==> src/design/hlsu_pkg.sv <==
`timescale 1ns / 1ps

package hlsu_pkg;

    // Fixed point format of strengths, normalized importances and decay rate.
    localparam int FRAC_BITS = 14;
    localparam int FIELD_W   = 16;
    localparam int DECAY_W   = 15;

    // Width of the conjunction and of (ONE - decay_rate); both stay within +/-ONE.
    localparam int COEF_W = (FRAC_BITS + 2 > DECAY_W + 2) ? FRAC_BITS + 2 : DECAY_W + 2;
    localparam int PROD_W = COEF_W + FIELD_W;
    localparam int SUM_W  = PROD_W + 1;
    localparam int TC_W   = SUM_W - FRAC_BITS;
    localparam int NPROD_W = 2 * FIELD_W;

    localparam logic signed [NPROD_W-1:0] ONE_WIDE = NPROD_W'(1) << FRAC_BITS;
    localparam logic signed [COEF_W-1:0]  ONE_COEF = COEF_W'(1) << FRAC_BITS;
    localparam int STRENGTH_MAX = (1 << (FIELD_W - 1)) - 1;

    // Configuration register indexes.
    localparam int CFG_IDX_W = 2;
    localparam logic [CFG_IDX_W-1:0] CFG_CONVERT_LINKS = 2'd0;
    localparam logic [CFG_IDX_W-1:0] CFG_CONV_THRESHOLD = 2'd1;
    localparam logic [CFG_IDX_W-1:0] CFG_FOCUS_BOUNDARY = 2'd2;
    localparam logic [CFG_IDX_W-1:0] CFG_DECAY_RATE = 2'd3;

    // Reset values of the configuration registers.
    localparam logic                      RST_CONVERT_LINKS  = 1'b0;
    localparam logic signed [FIELD_W-1:0] RST_CONV_THRESHOLD = 16'sd15;
    localparam logic signed [FIELD_W-1:0] RST_FOCUS_BOUNDARY = 16'sd0;
    localparam logic [DECAY_W-1:0]        RST_DECAY_RATE     = 15'd1638;

    // Per-item decision flags carried down the pipeline.
    typedef struct packed {
        logic kind;
        logic nf_neg;
        logic nf_le0;
        logic ns_pos;
        logic conv;
    } hlsu_flags_t;

    // One result word.
    typedef struct packed {
        logic signed [FIELD_W-1:0] strength;
        logic                      kind;
        logic                      rebuilt;
        logic                      conf;
        logic                      swap;
        logic                      missing;
    } hlsu_result_t;

endpackage

==> src/design/hlsu_decide.sv <==
`timescale 1ns / 1ps

module hlsu_decide import hlsu_pkg::*; (
    input  hlsu_flags_t               flags,
    input  logic signed [PROD_W-1:0]  prod_new,
    input  logic signed [PROD_W-1:0]  prod_old,
    output hlsu_result_t              result
);

    logic signed [SUM_W-1:0] sum;
    logic signed [SUM_W-1:0] sum_sh;
    logic signed [TC_W-1:0]  tc;
    logic signed [TC_W:0]    tc_ext;
    logic signed [TC_W:0]    mag;
    logic                    tc_neg;
    logic                    inv_pos;
    logic                    rebuild;

    // Blend sum and floor division by ONE.
    always_comb begin
        sum    = $signed({prod_new[PROD_W-1], prod_new}) + $signed({prod_old[PROD_W-1], prod_old});
        sum_sh = sum >>> FRAC_BITS;
        tc     = $signed(sum_sh[TC_W-1:0]);
        tc_ext = $signed({tc[TC_W-1], tc});
        tc_neg = tc[TC_W-1];
    end

    // A negative blend either rebuilds the link or is floored at zero.
    always_comb begin
        inv_pos = flags.kind & ~flags.nf_neg;
        rebuild = flags.conv & tc_neg;
        if (!tc_neg) begin
            mag = tc_ext;
        end else if (flags.conv) begin
            mag = -tc_ext;
        end else begin
            mag = '0;
        end
    end

    // Saturate and assemble the result word.
    always_comb begin
        if (mag > (TC_W + 1)'(STRENGTH_MAX)) begin
            result.strength = FIELD_W'(STRENGTH_MAX);
        end else begin
            result.strength = $signed(mag[FIELD_W-1:0]);
        end
        result.rebuilt = rebuild;
        result.kind    = rebuild ? ~inv_pos : flags.kind;
        result.conf    = rebuild & inv_pos;
        result.swap    = rebuild & ~inv_pos & flags.ns_pos;
        result.missing = rebuild & ~inv_pos & ~flags.ns_pos & flags.nf_le0;
    end

endmodule

==> src/design/hebbian_link_strength_update_core.sv <==
`timescale 1ns / 1ps

// Hebbian link strength update: one link word in, one result word out. The
// core is a three-stage pipeline (normalized product, blend multipliers,
// sum and decision into the output register), so it takes one word per clock
// while the output side is ready. A result passes the stage 1, stage 2 and
// output registers and is taken when the output side is ready. Back-pressure
// stalls each stage only as far as it is full. Configuration registers are
// written through cfg_we/cfg_addr/cfg_wdata and must only change while no word
// is in flight.
module hebbian_link_strength_update_core import hlsu_pkg::*; (
    input  logic                         aclk,
    input  logic                         aresetn,
    input  logic                         cfg_we,
    input  logic [CFG_IDX_W-1:0]         cfg_addr,
    input  logic [FIELD_W-1:0]           cfg_wdata,
    input  logic                         s_valid,
    output logic                         s_ready,
    input  logic                         s_link_kind,
    input  logic signed [FIELD_W-1:0]    s_old_strength,
    input  logic signed [FIELD_W-1:0]    s_importance_first,
    input  logic signed [FIELD_W-1:0]    s_importance_second,
    input  logic signed [FIELD_W-1:0]    s_norm_first,
    input  logic signed [FIELD_W-1:0]    s_norm_second,
    input  logic signed [FIELD_W-1:0]    s_long_importance,
    output logic                         m_valid,
    input  logic                         m_ready,
    output logic signed [FIELD_W-1:0]    m_new_strength,
    output logic                         m_new_kind,
    output logic                         m_rebuilt,
    output logic                         m_new_confidence,
    output logic                         m_swap_targets,
    output logic                         m_source_missing
);

    // Configuration registers.
    logic                      convert_reg;
    logic signed [FIELD_W-1:0] threshold_reg;
    logic signed [FIELD_W-1:0] focus_reg;
    logic [DECAY_W-1:0]        decay_reg;

    always_ff @(posedge aclk) begin
        if (!aresetn) begin
            convert_reg   <= RST_CONVERT_LINKS;
            threshold_reg <= RST_CONV_THRESHOLD;
            focus_reg     <= RST_FOCUS_BOUNDARY;
            decay_reg     <= RST_DECAY_RATE;
        end else if (cfg_we) begin
            unique case (cfg_addr)
                CFG_CONVERT_LINKS:  convert_reg   <= cfg_wdata[0];
                CFG_CONV_THRESHOLD: threshold_reg <= $signed(cfg_wdata);
                CFG_FOCUS_BOUNDARY: focus_reg     <= $signed(cfg_wdata);
                CFG_DECAY_RATE:     decay_reg     <= cfg_wdata[DECAY_W-1:0];
                default: begin
                end
            endcase
        end
    end

    // Stage valid bits and the ready chain from the output side back.
    logic v1_reg, v2_reg, v3_reg;
    logic rdy1, rdy2, rdy3;

    assign rdy3    = ~v3_reg | m_ready;
    assign rdy2    = ~v2_reg | rdy3;
    assign rdy1    = ~v1_reg | rdy2;
    assign s_ready = rdy1;

    always_ff @(posedge aclk) begin
        if (!aresetn) begin
            v1_reg <= 1'b0;
            v2_reg <= 1'b0;
            v3_reg <= 1'b0;
        end else begin
            if (rdy1) begin
                v1_reg <= s_valid;
            end
            if (rdy2) begin
                v2_reg <= v1_reg;
            end
            if (rdy3) begin
                v3_reg <= v2_reg;
            end
        end
    end

    // Stage 1: attention test, conversion enable and the normalized product.
    hlsu_flags_t               flags1_next, flags1_reg;
    logic                      attn1_next, attn1_reg;
    logic signed [NPROD_W-1:0] nprod1_next, nprod1_reg;
    logic signed [FIELD_W-1:0] old1_reg;

    always_comb begin
        attn1_next = (s_importance_first > focus_reg) || (s_importance_second > focus_reg);
        flags1_next.kind   = s_link_kind;
        flags1_next.nf_neg = s_norm_first[FIELD_W-1];
        flags1_next.nf_le0 = s_norm_first[FIELD_W-1] || (s_norm_first == '0);
        flags1_next.ns_pos = ~s_norm_second[FIELD_W-1] && (s_norm_second != '0);
        flags1_next.conv   = convert_reg && (s_long_importance < threshold_reg);
        nprod1_next = s_norm_first * s_norm_second;
    end

    always_ff @(posedge aclk) begin
        if (rdy1) begin
            flags1_reg <= flags1_next;
            attn1_reg  <= attn1_next;
            nprod1_reg <= nprod1_next;
            old1_reg   <= s_old_strength;
        end
    end

    // Stage 2: clamp the conjunction, pick its sign, run both blend multipliers.
    logic signed [NPROD_W-1:0] conj_full;
    logic signed [NPROD_W-1:0] conj_clamp;
    logic signed [COEF_W-1:0]  conj;
    logic signed [COEF_W-1:0]  conj_sel;
    logic signed [COEF_W-1:0]  keep_coef;
    logic                      negate;
    logic signed [PROD_W-1:0]  pnew2_next, pnew2_reg;
    logic signed [PROD_W-1:0]  pold2_next, pold2_reg;
    hlsu_flags_t               flags2_reg;

    always_comb begin
        conj_full = nprod1_reg >>> FRAC_BITS;
        if (conj_full > ONE_WIDE) begin
            conj_clamp = ONE_WIDE;
        end else if (conj_full < -ONE_WIDE) begin
            conj_clamp = -ONE_WIDE;
        end else begin
            conj_clamp = conj_full;
        end
        conj = attn1_reg ? $signed(conj_clamp[COEF_W-1:0]) : '0;
        // Inverse links subtract the conjunction on the side opposite the source.
        if (flags1_reg.conv) begin
            negate = flags1_reg.kind & ~flags1_reg.nf_neg;
        end else begin
            negate = flags1_reg.kind & flags1_reg.nf_neg;
        end
        conj_sel   = negate ? -conj : conj;
        keep_coef  = ONE_COEF - $signed(COEF_W'(decay_reg));
        pnew2_next = $signed({1'b0, decay_reg}) * conj_sel;
        pold2_next = keep_coef * old1_reg;
    end

    always_ff @(posedge aclk) begin
        if (rdy2) begin
            flags2_reg <= flags1_reg;
            pnew2_reg  <= pnew2_next;
            pold2_reg  <= pold2_next;
        end
    end

    // Stage 3: blend sum and decision into the output register.
    hlsu_result_t res3_next, res3_reg;

    hlsu_decide u_decide (
        .flags    (flags2_reg),
        .prod_new (pnew2_reg),
        .prod_old (pold2_reg),
        .result   (res3_next)
    );

    always_ff @(posedge aclk) begin
        if (rdy3) begin
            res3_reg <= res3_next;
        end
    end

    assign m_valid          = v3_reg;
    assign m_new_strength   = res3_reg.strength;
    assign m_new_kind       = res3_reg.kind;
    assign m_rebuilt        = res3_reg.rebuilt;
    assign m_new_confidence = res3_reg.conf;
    assign m_swap_targets   = res3_reg.swap;
    assign m_source_missing = res3_reg.missing;

endmodule

==> config.mk <==
export PLATFORM = sky130hd
export DESIGN_NAME = hebbian_link_strength_update_core
export DESIGN_NICKNAME = d
export VERILOG_FILES = /design/src/design/hlsu_pkg.sv /design/src/design/hlsu_decide.sv /design/src/design/hebbian_link_strength_update_core.sv
export SDC_FILE = /design/constraint.sdc
export NUM_CORES = 2
export LEC_CHECK = 0
export BUFFER_PORTS_ARGS = -buffer_cell sky130_fd_sc_hd__buf_2
export CAP_MARGIN = 40
export CELL_PAD_IN_SITES_DETAIL_PLACEMENT = 0
export CELL_PAD_IN_SITES_GLOBAL_PLACEMENT = 1
export CORE_MARGIN = 8
export CORE_UTILIZATION = 47
export CTS_CLUSTER_DIAMETER = 60
export DETAILED_ROUTE_END_ITERATION = 16
export PLACE_DENSITY_LB_ADDON = 0.1
export SLEW_MARGIN = 20
export SYNTH_ARGS = -nofsm -noshare
export SYNTH_HDL_FRONTEND = slang
export SYNTH_SLANG_ARGS = --single-unit
export TNS_END_PERCENT = 100
==> constraint.sdc <==
create_clock -name aclk -period 9.35 [get_ports aclk]
set_input_delay 0.935 -clock aclk [delete_from_list [all_inputs] [get_ports aclk]]
set_output_delay 0.935 -clock aclk [all_outputs]
set_load 0.01 [all_outputs]
==> summary.txt <==
Placement
  • HPWL Detailed: 80.74 mm
  • RD Place Congestion: 0.8521
  • Dpl cells: 5,283
  • Setup Slack @ Placement: -98.46 ps
  • PortBufs: 142

Clocking
  • CTS Root Cell: clkbuf_16
  • Clock transition at the registers of the reported paths: 80 ps
  • Longest Clk Path Bufs: 2
  • Clk_lat worst skew: 510 ps
  • CTS sink count: 182
  • CTS tree: done
  • CTS H-Tree Depth: 4
  • Inserted Clock Buffers: 17

Route
  • TritonRoute pass-1 iters: 5
  • WL/cell: 18.30 um
  • Final ANT Viol Nets: 0
  • WL final: 97.75 mm
  • # DRC: 0
  • Vias/cell: 5.119
  • Initial DRC Count: 1,225
  • Via Count: 27.33k

Global route
  • Global Route Usage Sum: 0.2160
  • First-pass GRT wire length: 159.7 mm
  • Vias in the first global route: 29.33k
  • Global route total overflow: 0
  • Pin count of the biggest net entering global routing: 52
  • Antenna violations before repair: 0

Floorplanning
  • Starting Density: 0.4743
  • Die area: 92,180 sq um
  • Core Area: 81,980 sq um
  • Core Rows: 105
  • Die W: 303.6 um
  • Die Height: 303.6 um
  • Io pins: 143

Synth
  • Post-Syn Area: 38,880 sq um
  • Post-synth EDFFs: 131
  • Synthesized area per cell: 9.407 sq um
  • Yosys reg bits: 182
  • Syn_nets: 5,362
  • Synth Flop Type: edfxtp_1
  • Post-Syn Instances: 4,133
  • Sequential area share after synthesis: 0.1274
  • Asr flop ratio synth: 0
  • Synth unique cells: 100
  • Yosys warns: 0

Cells and area
  • Share of layout cells above drive strength 1: 0.08808
  • Layout area overhead: 8.116%
  • Fill cells: 7,818
  • Commonest non-fill, non-tap cells in the layout: inv_1, fa_1, nand2_1
  • Max reg flops: 33
  • Final Non-Filler Cells: 5,340
  • Most common cell after layout, fill and taps aside: inv_1
  • Nets@finish: 5,485

Timing
  • Final worst setup slack: 285.3 ps
  • Relative slew slack: 0.4750
  • Minimum clock period: 9065 ps
  • Fin. max-slew vios: 0
  • Worst Skew: 17.99 ps
  • Worst hold slack: 437.2 ps
  • Final Setup Violations: 0
  • Max Fclk: 110.3 MHz
  • Hold Fails Final Rpt: 0
  • Tightest Pin Transition: 787.5 ps
  • Fin crit share: 0.9695
  • Setup TNS: 0 ps

Worst setup path
  • Crit Path Class: reg2reg
  • Critical path fanouts, max: 4
  • Cell repeated most along the worst path: fa_1
  • Req. time, crit path: 9600 ps
  • Crit path to: pnew2_reg[32]$_DFFE_PP_
  • Endpoint class of the critical path: register
  • Reg2Reg Setup Slack: 290 ps
  • CP arrival: 9310 ps
  • FF-to-FF End: pnew2_reg[32]$_DFFE_PP_
  • Critical Path Source Type: register
  • Crit path from: nprod1_reg[18]$_DFFE_PP_
  • RR Startpoint: nprod1_reg[18]$_DFFE_PP_
  • R2R cell count: 36
  • Crit-path max cell delay: 590 ps
  • Critical path's slowest cell: or4_4

Run
  • Max Cap Viol: 0

Outcome
  • Outcome: finished clean

Min path
  • Worst Hold Class: reg2reg
  • Min-delay src: flags1_reg[2]$_DFFE_PP_
## layer usage
| layer | share of wire | track usage |
|---|---|---|
| met5 | 0 | 0 |
| met4 | 0.014 | 0.04169 |
| met3 | 0.037 | 0.02962 |
| met2 | 0.50 | 0.3725 |
| met1 | 0.45 | 0.2915 |
## Yosys cell counts (16+ instances only)
| library cell | number | area, sq um |
|---|---|---|
| o21a_1 | 19 | 142.6 |
| nand3_1 | 39 | 195.2 |
| a21o_1 | 50 | 375.4 |
| clkbuf_1 | 128 | 480.5 |
| xnor2_1 | 93 | 814.5 |
| nor2b_1 | 16 | 100.1 |
| nor2_1 | 95 | 356.6 |
| nor3_1 | 46 | 230.2 |
| dfxtp_1 | 51 | 1021 |
| edfxtp_1 | 131 | 3934 |
| nand2_1 | 594 | 2230 |
| and2_1 | 300 | 1877 |
| xor2_1 | 40 | 350.3 |
| o21ai_0 | 55 | 275.3 |
| inv_1 | 901 | 3382 |
| a21oi_1 | 105 | 525.5 |
| nand4_1 | 23 | 143.9 |
| nand2b_1 | 53 | 331.6 |
| a21boi_0 | 41 | 307.8 |
| ha_1 | 327 | 4091 |
| fa_1 | 782 | 15660 |
## worst min path at each step
stage / end / depth (start not counted)
finish: flags2_reg[2]$_DFFE_PP_ / 0
detailed placement: flags2_reg[2]$_DFFE_PP_ / 0
CTS: flags2_reg[2]$_DFFE_PP_ / 0
global route: flags2_reg[2]$_DFFE_PP_ / 0
floorplan: flags2_reg[1]$_DFFE_PP_ / 0
global placement: flags2_reg[2]$_DFFE_PP_ / 0
## through the flow
stage,area (sq um),util
2_1_floorplan,38890,-
3_3_place_gp,40980,0.4999
3_5_place_dp,41020,0.5004
4_1_cts,41660,0.5081
5_1_grt,42030,0.5127
6_report,42030,0.5127
## cell families (layout without fill, tap and decap cells)
kind of cell | count (synthesis) | after routing | share of synthesized area
xor gates and xnor gates | 133 | 133 | 0.02996
DFF | 182 | 182 | 0.1274
AOI/OAI and AO/OA | 405 | 405 | 0.07367
other | 1 | 2 | 0.00009645
and+or+nand+nor | 1248 | 1248 | 0.1568
buffers and inverters | 1050 | 1186 | 0.1028
muxes | 5 | 5 | 0.001319
adders and majority gates | 1109 | 1109 | 0.5079
## worst max-delay path, delay by kind of cell (launching register included)
kind / cells / cell delay (ps)
AND/OR/NAND/NOR: 9 / 2140
adder cells (fa/ha/maj): 8 / 3230
XOR/XNOR: 1 / 130
flip-flops: 1 / 390
buffers and inverters: 7 / 610
AO/OA/AOI/OAI: 11 / 2290
## layout make-up
cell class | instances | area (sq um) | area share
inverter | 901 | 3386 | 0.08055
sequential | 182 | 4955 | 0.1179
tap | 1070 | 1339 | 0.03185
timing repair buffer | 253 | 1613 | 0.03837
antenna | 1 | 2.502 | 0.00005953
clock buffer | 17 | 425.4 | 0.01012
multi-input combinational | 2901 | 30130 | 0.7169
clock inverter | 15 | 181.4 | 0.004316
## timing repair
| item | CTS | global route |
|---|---|---|
| gates cloned | 0 | 0 |
| gates resized for setup | 3 | 36 |
| buffers inserted | 1 | 19 |
| pin swaps | 2 | 39 |
| setup endpoints to repair | 1 | 14 |
| hold buffers | 0 | 0 |
Power is not shown: default switching activity piles up to over one toggle a cycle in this logic, so the estimate is an artifact.
